--- src/hw/rtl/bphr_pkg.sv ---
package bphr_pkg;

	localparam int LEVEL_BITS      = 14;
	localparam int TICK_W          = 64;
	localparam int KIND_W          = 2;
	localparam int ID_W            = 4;
	localparam int NUM_BUTTONS_DEF = 14;

	localparam logic [TICK_W-1:0] HOLD_THR_RST = 64'd9600000;

	localparam logic [KIND_W-1:0] KIND_PRESS   = 2'd0;
	localparam logic [KIND_W-1:0] KIND_HOLD    = 2'd1;
	localparam logic [KIND_W-1:0] KIND_RELEASE = 2'd2;

	// per-button record kept in RAM
	typedef struct packed {
		logic              hold_rep;
		logic              pressed;
		logic [TICK_W-1:0] start;
	} btn_entry_t;

	// scan stage to event stage
	typedef struct packed {
		logic              busy;      // a button result is on offer
		logic              has_ev;    // that button produced an event
		logic [KIND_W-1:0] kind;
		logic [ID_W-1:0]   id;
		logic              frame_end; // final button of the frame
	} bphr_req_t;

endpackage

--- src/hw/rtl/bphr_frame_if.sv ---
interface bphr_frame_if import bphr_pkg::*; ();
	logic                  valid;
	logic                  ready;
	logic [LEVEL_BITS-1:0] button_levels;
	logic [TICK_W-1:0]     now_tick;

	modport source (output valid, button_levels, now_tick, input ready);
	modport sink   (input valid, button_levels, now_tick, output ready);
endinterface

--- src/hw/rtl/bphr_event_if.sv ---
interface bphr_event_if import bphr_pkg::*; ();
	logic              valid;
	logic              ready;
	logic [KIND_W-1:0] event_kind;
	logic [ID_W-1:0]   button_id;
	logic              last_event;

	modport source (output valid, event_kind, button_id, last_event, input ready);
	modport sink   (input valid, event_kind, button_id, last_event, output ready);
endinterface

--- src/hw/rtl/bphr_ram.sv ---
module bphr_ram #(
	parameter int WIDTH = 8,
	parameter int DEPTH = 16,
	localparam int AW   = (DEPTH > 1) ? $clog2(DEPTH) : 1
) (
	input  logic             clk,
	input  logic             we,
	input  logic [AW-1:0]    waddr,
	input  logic [WIDTH-1:0] wdata,
	input  logic             re,
	input  logic [AW-1:0]    raddr,
	output logic [WIDTH-1:0] rdata
);

	logic [WIDTH-1:0] mem_q [DEPTH];

	always_ff @(posedge clk) begin
		if (we) begin
			mem_q[waddr] <= wdata;
		end
		if (re) begin
			rdata <= mem_q[raddr];
		end
	end

endmodule

--- src/hw/rtl/bphr_scan.sv ---
module bphr_scan import bphr_pkg::*; #(
	parameter int NUM_BUTTONS = NUM_BUTTONS_DEF,
	localparam int IW         = (NUM_BUTTONS > 1) ? $clog2(NUM_BUTTONS) : 1
) (
	input  logic              clk,
	input  logic              arst_n,
	input  logic              cfg_we,
	input  logic [TICK_W-1:0] cfg_wdata,
	bphr_frame_if.sink        frame,
	output bphr_req_t         req,
	input  logic              ev_rdy
);

	typedef enum logic {S_IDLE, S_SCAN} scan_state_t;

	scan_state_t            state_q;
	logic [IW-1:0]          idx_q;
	logic [NUM_BUTTONS-1:0] lv_q;
	logic [TICK_W-1:0]      now_q;
	logic [TICK_W-1:0]      thr_q;
	logic [NUM_BUTTONS-1:0] vld_q;
	logic                   v_s1;
	logic [IW-1:0]          idx_s1;
	logic                   end_s1;

	logic                   adv;
	logic                   issue;
	logic                   wr;
	logic                   accept;
	logic                   pressed;
	logic [TICK_W-1:0]      held;
	btn_entry_t             rd_raw;
	btn_entry_t             cur;
	btn_entry_t             nxt;

	assign adv    = !v_s1 || ev_rdy;
	assign issue  = (state_q == S_SCAN) && adv;
	assign wr     = v_s1 && ev_rdy;
	assign accept = frame.valid && frame.ready;

	assign frame.ready = (state_q == S_IDLE) && !v_s1;

	bphr_ram #(
		.WIDTH($bits(btn_entry_t)),
		.DEPTH(NUM_BUTTONS)
	) u_ram (
		.clk  (clk),
		.we   (wr),
		.waddr(idx_s1),
		.wdata(nxt),
		.re   (issue),
		.raddr(idx_q),
		.rdata(rd_raw)
	);

	// never-written entries read as cleared
	always_comb begin
		cur     = vld_q[idx_s1] ? rd_raw : '0;
		pressed = lv_q[idx_s1];
		held    = now_q - cur.start;
		nxt     = cur;
		nxt.pressed = pressed;
		req.busy      = v_s1;
		req.has_ev    = 1'b0;
		req.kind      = KIND_PRESS;
		req.id        = ID_W'(idx_s1);
		req.frame_end = end_s1;
		if (pressed && !cur.pressed) begin
			nxt.start  = now_q;
			req.has_ev = 1'b1;
			req.kind   = KIND_PRESS;
		end else if (pressed && cur.pressed) begin
			if ((held > thr_q) && !cur.hold_rep) begin
				nxt.hold_rep = 1'b1;
				req.has_ev   = 1'b1;
				req.kind     = KIND_HOLD;
			end
		end else if (!pressed && cur.pressed) begin
			nxt.hold_rep = 1'b0;
			req.has_ev   = 1'b1;
			req.kind     = KIND_RELEASE;
		end
	end

	always_ff @(posedge clk or negedge arst_n) begin
		if (!arst_n) begin
			state_q <= S_IDLE;
			idx_q   <= '0;
			thr_q   <= HOLD_THR_RST;
			vld_q   <= '0;
			v_s1    <= 1'b0;
			idx_s1  <= '0;
			end_s1  <= 1'b0;
		end else begin
			if (cfg_we) begin
				thr_q <= cfg_wdata;
			end
			if (wr) begin
				vld_q[idx_s1] <= 1'b1;
			end
			unique case (state_q)
				S_IDLE: begin
					if (adv) begin
						v_s1 <= 1'b0;
					end
					if (accept) begin
						idx_q   <= '0;
						state_q <= S_SCAN;
					end
				end
				S_SCAN: begin
					if (adv) begin
						v_s1   <= 1'b1;
						idx_s1 <= idx_q;
						end_s1 <= (idx_q == IW'(NUM_BUTTONS - 1));
						if (idx_q == IW'(NUM_BUTTONS - 1)) begin
							state_q <= S_IDLE;
						end else begin
							idx_q <= idx_q + IW'(1);
						end
					end
				end
				default: begin
					state_q <= S_IDLE;
				end
			endcase
		end
	end

	// frame payload
	always_ff @(posedge clk) begin
		if (accept) begin
			now_q <= frame.now_tick;
			for (int i = 0; i < NUM_BUTTONS; i++) begin
				lv_q[i] <= (i < LEVEL_BITS) ? frame.button_levels[i % LEVEL_BITS] : 1'b0;
			end
		end
	end

endmodule

--- src/hw/rtl/bphr_evout.sv ---
module bphr_evout import bphr_pkg::*; (
	input  logic       clk,
	input  logic       arst_n,
	input  bphr_req_t  req,
	output logic       ev_rdy,
	bphr_event_if.source evt
);

	logic              p_v_q;
	logic [KIND_W-1:0] p_kind_q;
	logic [ID_W-1:0]   p_id_q;
	logic              flush_q;
	logic              o_v_q;
	logic [KIND_W-1:0] o_kind_q;
	logic [ID_W-1:0]   o_id_q;
	logic              o_last_q;

	logic              o_free;
	logic              take;
	logic              o_load;

	// one event held back until we know whether it closes the frame
	assign o_free = !o_v_q || evt.ready;
	assign ev_rdy = !flush_q && (!p_v_q || o_free);
	assign take   = req.busy && ev_rdy;
	assign o_load = flush_q ? (p_v_q && o_free) : (take && req.has_ev && p_v_q);

	assign evt.valid      = o_v_q;
	assign evt.event_kind = o_kind_q;
	assign evt.button_id  = o_id_q;
	assign evt.last_event = o_last_q;

	always_ff @(posedge clk or negedge arst_n) begin
		if (!arst_n) begin
			p_v_q   <= 1'b0;
			flush_q <= 1'b0;
			o_v_q   <= 1'b0;
		end else begin
			if (o_load) begin
				o_v_q <= 1'b1;
			end else if (evt.ready) begin
				o_v_q <= 1'b0;
			end
			if (flush_q) begin
				if (!p_v_q) begin
					flush_q <= 1'b0;
				end else if (o_free) begin
					o_kind_q <= p_kind_q;
					o_id_q   <= p_id_q;
					o_last_q <= 1'b1;
					p_v_q    <= 1'b0;
					flush_q  <= 1'b0;
				end
			end else if (take) begin
				if (req.has_ev) begin
					if (p_v_q) begin
						o_kind_q <= p_kind_q;
						o_id_q   <= p_id_q;
						o_last_q <= 1'b0;
					end
					p_v_q    <= 1'b1;
					p_kind_q <= req.kind;
					p_id_q   <= req.id;
				end
				if (req.frame_end) begin
					flush_q <= 1'b1;
				end
			end
		end
	end

endmodule

--- src/hw/rtl/button_press_hold_release_detector.sv ---
// Channel  Dir  Beat contents
// frame    in   button_levels[13:0], now_tick[63:0]
// evt      out  event_kind[1:0], button_id[3:0], last_event
// cfg      in   cfg_we, cfg_wdata[63:0] (hold_threshold)
//
// With no back-pressure a frame is scanned as one RAM read per button in
// index order, followed by a step that closes the frame.
// Reset clears the sequencer, event stage and entry valid bits and loads
// the threshold with HOLD_THR_RST; the button RAM itself is not swept.
// A stall on evt freezes the scan; the next frame is taken once the last
// button has been written back, while its events may still be draining.
module button_press_hold_release_detector import bphr_pkg::*; #(
	parameter int NUM_BUTTONS = NUM_BUTTONS_DEF
) (
	input  logic              clk,
	input  logic              arst_n,
	input  logic              cfg_we,
	input  logic [TICK_W-1:0] cfg_wdata,
	bphr_frame_if.sink        frame,
	bphr_event_if.source      evt
);

	bphr_req_t req;
	logic      ev_rdy;

	// read-modify-write scan over the per-button RAM
	bphr_scan #(
		.NUM_BUTTONS(NUM_BUTTONS)
	) u_scan (
		.clk      (clk),
		.arst_n   (arst_n),
		.cfg_we   (cfg_we),
		.cfg_wdata(cfg_wdata),
		.frame    (frame),
		.req      (req),
		.ev_rdy   (ev_rdy)
	);

	// holds back one event so the frame's final beat can be marked
	bphr_evout u_evout (
		.clk   (clk),
		.arst_n(arst_n),
		.req   (req),
		.ev_rdy(ev_rdy),
		.evt   (evt)
	);

endmodule
--- src/flat_wrapper.sv ---
// flat-port wrapper written by rule: the top's interface ports become plain ports
module button_press_hold_release_detector_flat import bphr_pkg::*;
#(
	parameter int NUM_BUTTONS = NUM_BUTTONS_DEF
)
  (clk, arst_n, cfg_we, cfg_wdata, frame_valid, frame_button_levels, frame_now_tick, frame_ready, evt_valid, evt_event_kind, evt_button_id, evt_last_event, evt_ready);
  bphr_frame_if frame_i ();
  bphr_event_if evt_i ();
  input  logic clk;
  input  logic arst_n;
  input  logic cfg_we;
  input  logic [TICK_W-1:0] cfg_wdata;
  input wire logic [$bits(frame_i.valid)-1:0] frame_valid;
  input wire logic [$bits(frame_i.button_levels)-1:0] frame_button_levels;
  input wire logic [$bits(frame_i.now_tick)-1:0] frame_now_tick;
  output wire logic [$bits(frame_i.ready)-1:0] frame_ready;
  output wire logic [$bits(evt_i.valid)-1:0] evt_valid;
  output wire logic [$bits(evt_i.event_kind)-1:0] evt_event_kind;
  output wire logic [$bits(evt_i.button_id)-1:0] evt_button_id;
  output wire logic [$bits(evt_i.last_event)-1:0] evt_last_event;
  input wire logic [$bits(evt_i.ready)-1:0] evt_ready;
  assign frame_i.valid = frame_valid;
  assign frame_i.button_levels = frame_button_levels;
  assign frame_i.now_tick = frame_now_tick;
  assign frame_ready = frame_i.ready;
  assign evt_valid = evt_i.valid;
  assign evt_event_kind = evt_i.event_kind;
  assign evt_button_id = evt_i.button_id;
  assign evt_last_event = evt_i.last_event;
  assign evt_i.ready = evt_ready;
  button_press_hold_release_detector #(.NUM_BUTTONS(NUM_BUTTONS)) u_core (.clk(clk), .arst_n(arst_n), .cfg_we(cfg_we), .cfg_wdata(cfg_wdata), .frame(frame_i), .evt(evt_i));
endmodule
--- config.mk ---
export PLATFORM = sky130hd
export DESIGN_NAME = button_press_hold_release_detector_flat
export DESIGN_NICKNAME = d
export VERILOG_FILES = /design/src/hw/rtl/bphr_pkg.sv /design/src/hw/rtl/bphr_frame_if.sv /design/src/hw/rtl/bphr_event_if.sv /design/src/hw/rtl/bphr_ram.sv /design/src/hw/rtl/bphr_scan.sv /design/src/hw/rtl/bphr_evout.sv /design/src/hw/rtl/button_press_hold_release_detector.sv /design/src/flat_wrapper.sv
export SDC_FILE = /design/constraint.sdc
export NUM_CORES = 1
export LEC_CHECK = 0
export BUFFER_PORTS_ARGS = -buffer_cell sky130_fd_sc_hd__buf_2
export CAP_MARGIN = 10
export CORE_ASPECT_RATIO = 1.5
export CORE_MARGIN = 3
export CORE_UTILIZATION = 45
export DETAILED_ROUTE_END_ITERATION = 16
export SLEW_MARGIN = 15
export SYNTH_ARGS = -nofsm -noshare
export SYNTH_HDL_FRONTEND = slang
export SYNTH_HIERARCHICAL = 1
export SYNTH_SLANG_ARGS = --single-unit
export TNS_END_PERCENT = 1
--- constraint.sdc ---
create_clock -name clk -period 9.6 [get_ports clk]
set_input_delay 0.96 -clock clk [delete_from_list [all_inputs] [get_ports clk]]
set_output_delay 0.96 -clock clk [all_outputs]
set_load 0.05 [all_outputs]
==> results_dict.tcl, run 1 <==
set metrics [dict create \
    grt_pass1_wl_mm 192 \
    path_delay_family "compound AO/OA/AOI/OAI gates" \
    synth.avg_cell_area_um2 16.5 \
    synth_nets 3303 \
    synth_seq_cells 1173 \
    fin_cells 4742 \
    core_area_um2 110000 \
    cts_tree "yes" \
    vias 28100 \
    wl_per_cell_um 27.6 \
    outcome "complete, no violations" \
    antenna_found_initial 4 \
    first_pass_iters 7 \
    htreeDepth 3 \
    area_growth_pct 12.0 \
    r2r_start "u_core/u_scan/idx_s1[1]" \
    syn-instance-count 3026 \
    grt_max_degree 110 \
    timing.hold.ws_ns 0.271 \
    drt_first_iter_violations 2684 \
    setup.worst_path.end_class "register" \
    fp.dieW_um 278 \
    synth_edf_count 1081 \
    wirelength_mm 131 \
    start_util 0.454 \
    p_per_area_nw_per_um2 409 \
    place_inst 4537 \
    async_flop_share 0.0784 \
    critPathSlowestCell "a2111oi_1" \
    worstMarginPinSlew_ns 1.09 \
    fillCellCount 9062 \
    layout-drive-gt1-share 0.221 \
    clk_path_buf_depth 3 \
    clk_latency_ns 0.72 \
    critPathBufInv 2 \
    worst_ep_arrival_time_ns 9.00 \
    place.port_buffers 155 \
    chipHeight_um 414 \
    vdd_drop_max_mv 0.185 \
    finalSetupViolations 0 \
    nets 3492 \
    io_pins 156 \
    r2r_setup_slack_ns 0.95 \
    die_area_um2 115000 \
    crit_cells 27 \
    grt_use_met2 0.387 \
    drc 0 \
    rows 149 \
    p_leak_nw 19.4 \
    synth_ff_type "edfxtp_1" \
    worstPathRequired_ns 9.95 \
    cts_resized 0 \
    top_usage_layer "met2" \
    use_met1 0.307 \
    ys_types 85 \
    path_clk_slew_ns 0.07 \
    maxCapViolCount 0 \
    detailed_place_hpwl_mm 77.3 \
    worstReg2RegEnd "u_core/u_evout/p_id_q[0]" \
    crit_path_max_incr_delay_ns 0.82 \
    hold_path.class "primary input to asynchronous set/reset pin" \
    cpMostUsedCell "nor3_1" \
    finalPower_w 0.0229 \
    grt_pass1_vias 28700 \
    cts-buffers-inserted 107 \
    multi_input_area_um2 14100 \
    synth_area_um2 49900 \
    startpoint_type "register" \
    worst-r2r-cell-count 27 \
    post_drt_via_cell_ratio 5.93 \
    skew_ns 0.0256 \
    cp_max_fo 26 \
    setup_tns_ns 0 \
    grt_overflow 0 \
    drtAntennaViolNets 0 \
    final-seq-area_um2 34800 \
    finalMaxSlewViolations 0 \
    synth_seq_area_share 0.697 \
    cts_root_buf "clkbuf_16" \
    min_period_over_period 0.901 \
    min_period_ns 8.65 \
    hold_buffers 0 \
    hold_violations 0 \
    grt_usage 0.228 \
    place_congestion 0.929 \
    fmax_ghz 0.116 \
    relSlewSlack 0.266 \
    postCtsSetupBuffers 0 \
    critical_path_class "register to register" \
    rsz0062_at_grt "no" \
    grt_use_met3 0.0327 \
    cts_sinks 1173 \
    yosysWarningCount 6 \
]
kinds of logic (layout without fill, tap and decap cells):
| logic type | after synthesis | count (layout) | share of synthesized area |
|---|---|---|---|
| other | 0 | 1 | 0 |
| xor gates and xnor gates | 62 | 62 | 0.0109 |
| buffers and inverters | 245 | 526 | 0.0236 |
| and+or+nand+nor | 497 | 497 | 0.0446 |
| adders and majority gates | 130 | 130 | 0.0327 |
| muxes | 347 | 347 | 0.123 |
| AOI/OAI and AO/OA | 572 | 572 | 0.0690 |
| DFF | 1173 | 1173 | 0.697 |
layer usage:
metal,part of all wire,vias up
li1,-,12300
met1,0.42,14600
met2,0.49,1025
met5,0.000099,-
met3,0.062,180
met4,0.027,2
report_power, final:
part           leakage, nW  total, W  internal [W]  switching (W)
Clock                 1.71   0.00421       0.00231        0.00189
Combinational         6.70   0.00984       0.00351        0.00633
Sequential            11.0   0.00881       0.00834       0.000464
Total                 19.4    0.0229        0.0142        0.00869
cell usage after synthesis, types with 5 or more instances:
cell type     n  area (um^2)
nand4_1      35          219
nor2_1       78          293
buf_4        16          120
nor3_1       17         85.1
nor2b_1       8         50.1
a31oi_1       6         37.5
a211oi_1      5         37.5
mux2i_1      72          721
nand2b_1      9         56.3
dfstp_2       8          210
a31o_2        5         43.8
inv_1        92          345
xor2_1       23          201
dfrtp_1      84         2100
clkbuf_1     61          229
nand2_1     280         1050
a21oi_1     175          876
o21ai_1       8         40.0
mux4_2      204         4590
o211ai_1      7         52.6
ha_1        129         1610
o21ai_0     170          851
buf_1        17         63.8
o21a_1       10         75.1
o22ai_1      70          438
and3_1        5         31.3
edfxtp_1   1081        32500
buf_2        38          190
xnor2_1      39          342
mux2_2       69          777
nand3_1      24          120
buf_6        13          146
a21o_1       51          383
o21bai_1     22          165
final cells by class:
type	instances	share of cell area
multi-input cells	1608	0.252
inverters	92	0.00620
diodes	1	0.0000448
well taps	1434	0.0321
repair buffers	233	0.0249
flip-flops and latches	1173	0.622
clock buffers	130	0.0507
clock inverters	71	0.0119
per-stage QoR:
step            util  area (um^2)  setup slack [ns]
2_1_floorplan      -        49900              2.48
3_3_place_gp   0.476        52400              1.06
3_5_place_dp   0.476        52400             0.823
4_1_cts        0.508        55900             0.795
5_1_grt        0.508        55900             0.451
6_report       0.508        55900             0.949
cell usage in the layout (no fill, tap or decap), types with 80 or more instances in the layout:
cell       synthesis  layout
a21oi_1          175     174
buf_2             38     153
clkbuf_16          0     109
dfrtp_1           84      80
edfxtp_1        1081    1081
ha_1             129     129
inv_1             92      91
mux4_2           204     204
nand2_1          280     280
o21ai_0          170     134
how the worst max path moves through the flow:
stage,startpoint,to,slack [ns]
after floorplan,u_core/u_scan/idx_s1[0],u_core/u_evout/p_id_q[0],2.48
after global placement,u_core/u_scan/idx_s1[1],u_core/u_evout/p_id_q[0],1.06
after detailed placement,u_core/u_scan/idx_s1[1],u_core/u_evout/p_id_q[0],0.82
after CTS,u_core/u_scan/idx_s1[1],u_core/u_evout/p_id_q[0],0.80
after global routing,u_core/u_scan/idx_s1[1],u_core/u_evout/p_id_q[1],0.45
final,u_core/u_scan/idx_s1[1],u_core/u_evout/p_id_q[0],0.95
flip-flops by register name, summed over array words and instances (netlist names), 4 cells and up:
signal / cells
u_core/u_scan/idx_q: 4
u_core/u_scan/lv_q: 14
u_core/u_scan/vld_q: 14
u_core/u_scan/u_ram/mem_q: 924
u_core/u_scan/now_q: 64
u_core/u_scan/thr_q: 64
u_core/u_scan/idx_s1: 4
u_core/u_scan/u_ram/rdata: 66
u_core/u_evout/p_id_q: 4
u_core/u_evout/evt.button_id: 4
No activity file was read; power rests on OpenSTA's default activity.
==> run 2: changes to the inputs <==
==> constraint.sdc (replaced) <==
create_clock -name clk -period 8.2 [get_ports clk]
set_input_delay 0.82 -clock clk [delete_from_list [all_inputs] [get_ports clk]]
set_output_delay 0.82 -clock clk [all_outputs]
set_load 0.05 [all_outputs]
==> results_dict.tcl, run 2 (synthesized netlist as in run 1, its figures left out) <==
set metrics [dict create \
    nets 3492 \
    vdd_drop_max_mv 0.290 \
    post_drt_via_cell_ratio 5.96 \
    grt_use_met2 0.390 \
    clk_path_buf_depth 3 \
    pre_cts_ws_ns 0.445 \
    wl_per_cell_um 27.6 \
    p_leak_nw 19.5 \
    drt_first_iter_violations 2660 \
    use_met1 0.307 \
    cts_tree "yes" \
    reg_top3 "u_core/u_scan/u_ram/mem_q: 924 flops, u_core/u_scan/u_ram/rdata: 66 flops" \
    clk_latency_ns 0.72 \
    fp.dieW_um 278 \
    mostFrequentLayoutCells "edfxtp_1, nand2_1, mux4_2, a21oi_1, buf_2" \
    fillCellCount 9046 \
    critPathLaunch "u_core/u_scan/idx_s1[0]" \
    rsz0062_at_grt "no" \
    min_period_ns 7.79 \
    layout-drive-gt1-share 0.221 \
    io_pins 156 \
    grt_max_degree 101 \
    cts_sinks 1173 \
    startpoint_type "register" \
    grt_overflow 0 \
    chipHeight_um 414 \
    vias 28200 \
    p_per_area_nw_per_um2 483 \
    postCtsSetupBuffers 0 \
    worst_ep_arrival_time_ns 8.25 \
    detailed_place_hpwl_mm 77.3 \
    outcome "complete, no violations" \
    diodes 0 \
    r2r_start "u_core/u_scan/idx_s1[0]" \
    hold_path.class "primary input to asynchronous set/reset pin" \
    area_growth_pct 12.4 \
    wirelength_mm 131 \
    top_usage_layer "met2" \
    cp_max_fo 66 \
    rows 149 \
    drtAntennaViolNets 0 \
    timing.hold.ws_ns 0.0904 \
    fmax_ghz 0.128 \
    grt_pass1_vias 29000 \
    first_pass_iters 5 \
    worstPathRequired_ns 8.65 \
    core_area_um2 110000 \
    fin_cells 4741 \
    layout_setup_ws_ns 0.408 \
    min_period_over_period 0.950 \
    regMostFlops "u_core/u_scan/u_ram/mem_q" \
    skew_ns 0.0247 \
    finalSetupViolations 0 \
    setup_tns_ns 0 \
    place.port_buffers 155 \
    maxCapViolCount 0 \
    place_congestion 0.979 \
    worst-r2r-cell-count 26 \
    hold_violations 0 \
    worstMarginPinSlew_ns 1.14 \
    antenna_found_initial 2 \
    start_util 0.454 \
    cts-buffers-inserted 107 \
    drc 0 \
    grt_usage 0.228 \
    htreeDepth 3 \
    critical_path_class "register to register" \
    cts_root_buf "clkbuf_16" \
    largest_reg_flops 924 \
    finalPower_w 0.0271 \
    relSlewSlack 0.241 \
    setup.worst_path.end_class "register" \
    finalMaxSlewViolations 0 \
    hold_buffers 0 \
    die_area_um2 115000 \
    grt_pass1_wl_mm 192 \
    place_inst 4539 \
    path_clk_slew_ns 0.06 \
    grt_use_met3 0.0291 \
    final_common_cell "edfxtp_1" \
]
[run 2: changes by cell type in the layout (fill, tap and decap cells not counted), sizes merged]
cell      previous run  this run
buf                233       232
inv                 96        94
clkbuf             130       133
bufinv               7        17
clkinvlp             4         6
clkinv              56        44
diode                1         0
[run 2: per-layer routing]
metal | wire, um | part of all wire | vias to the layer above
li1 | - | - | 12300
met1 | 54300 | 0.41 | 14800
met2 | 65500 | 0.50 | 1010
met3 | 7740 | 0.059 | 184
met4 | 3320 | 0.025 | 0
met5 | 0 | 0 | -
[run 2: worst max-delay path: stages (launching register included)]
cell	delay, ns
dfrtp_1	0.43
buf_4	0.24
mux4_2	0.51
mux2i_1	0.23
o21ai_4	0.09
clkbuf_16	0.30
nand2_1	0.18
ha_1	0.30
a21o_1	0.21
a221o_2	0.48
a211oi_4	0.33
o32ai_1	0.18
or3_4	0.39
a41oi_4	0.41
o41ai_4	0.19
nor4_1	0.25
nor3_2	0.08
ha_1	0.29
nand4_1	0.12
nor3_1	0.33
and3_1	0.26
nand4_1	0.14
nor4_1	0.69
or4_1	0.24
nand2_1	0.11
a21oi_1	0.20
and4b_2	0.32
[run 2: power breakdown]
| group | internal, W | switching [W] | total [W] |
|---|---|---|---|
| Clock | 0.00299 | 0.00221 | 0.00520 |
| Combinational | 0.00415 | 0.00741 | 0.0116 |
| Sequential | 0.00977 | 0.000540 | 0.0103 |
| Total | 0.0169 | 0.0102 | 0.0271 |
[run 2: final cells by class]
class / count / area [um^2] / area share
sequential: 1173 / 34800 / 0.620
multi-input combinational: 1608 / 14100 / 0.251
clock buffer: 132 / 2820 / 0.0503
tap: 1434 / 1790 / 0.0320
timing repair buffer: 233 / 1410 / 0.0251
clock inverter: 69 / 828 / 0.0148
inverter: 92 / 347 / 0.00618
[run 2: what timing repair did]
action,in CTS,in global routing
resized for setup,0,5
endpoints found under the setup margin,0,7
hold endpoints to repair,0,0
[run 2: stage by stage]
| stage | cell area (um^2) | utilization |
|---|---|---|
| 2_1_floorplan | 49900 | - |
| 3_3_place_gp | 52400 | 0.477 |
| 3_5_place_dp | 52400 | 0.477 |
| 4_1_cts | 56100 | 0.510 |
| 5_1_grt | 56100 | 0.510 |
| 6_report | 56100 | 0.510 |
[run 2: path summary, 6_finish.rpt]
| kind | to | slack (ns) |
|---|---|---|
| max in group asynchronous | u_core/u_scan/thr_q[50] | 6.84 |
| min in group clk | u_core/u_scan/now_q[49] | 0.28 |
| hold reg to reg | u_core/u_evout/evt.button_id[3] | 0.44 |
| setup reg to reg | u_core/u_evout/evt.button_id[2] | 0.41 |
| hold / removal | u_core/u_scan/thr_q[3] | 0.09 |
| setup / recovery | u_core/u_evout/evt.button_id[2] | 0.41 |
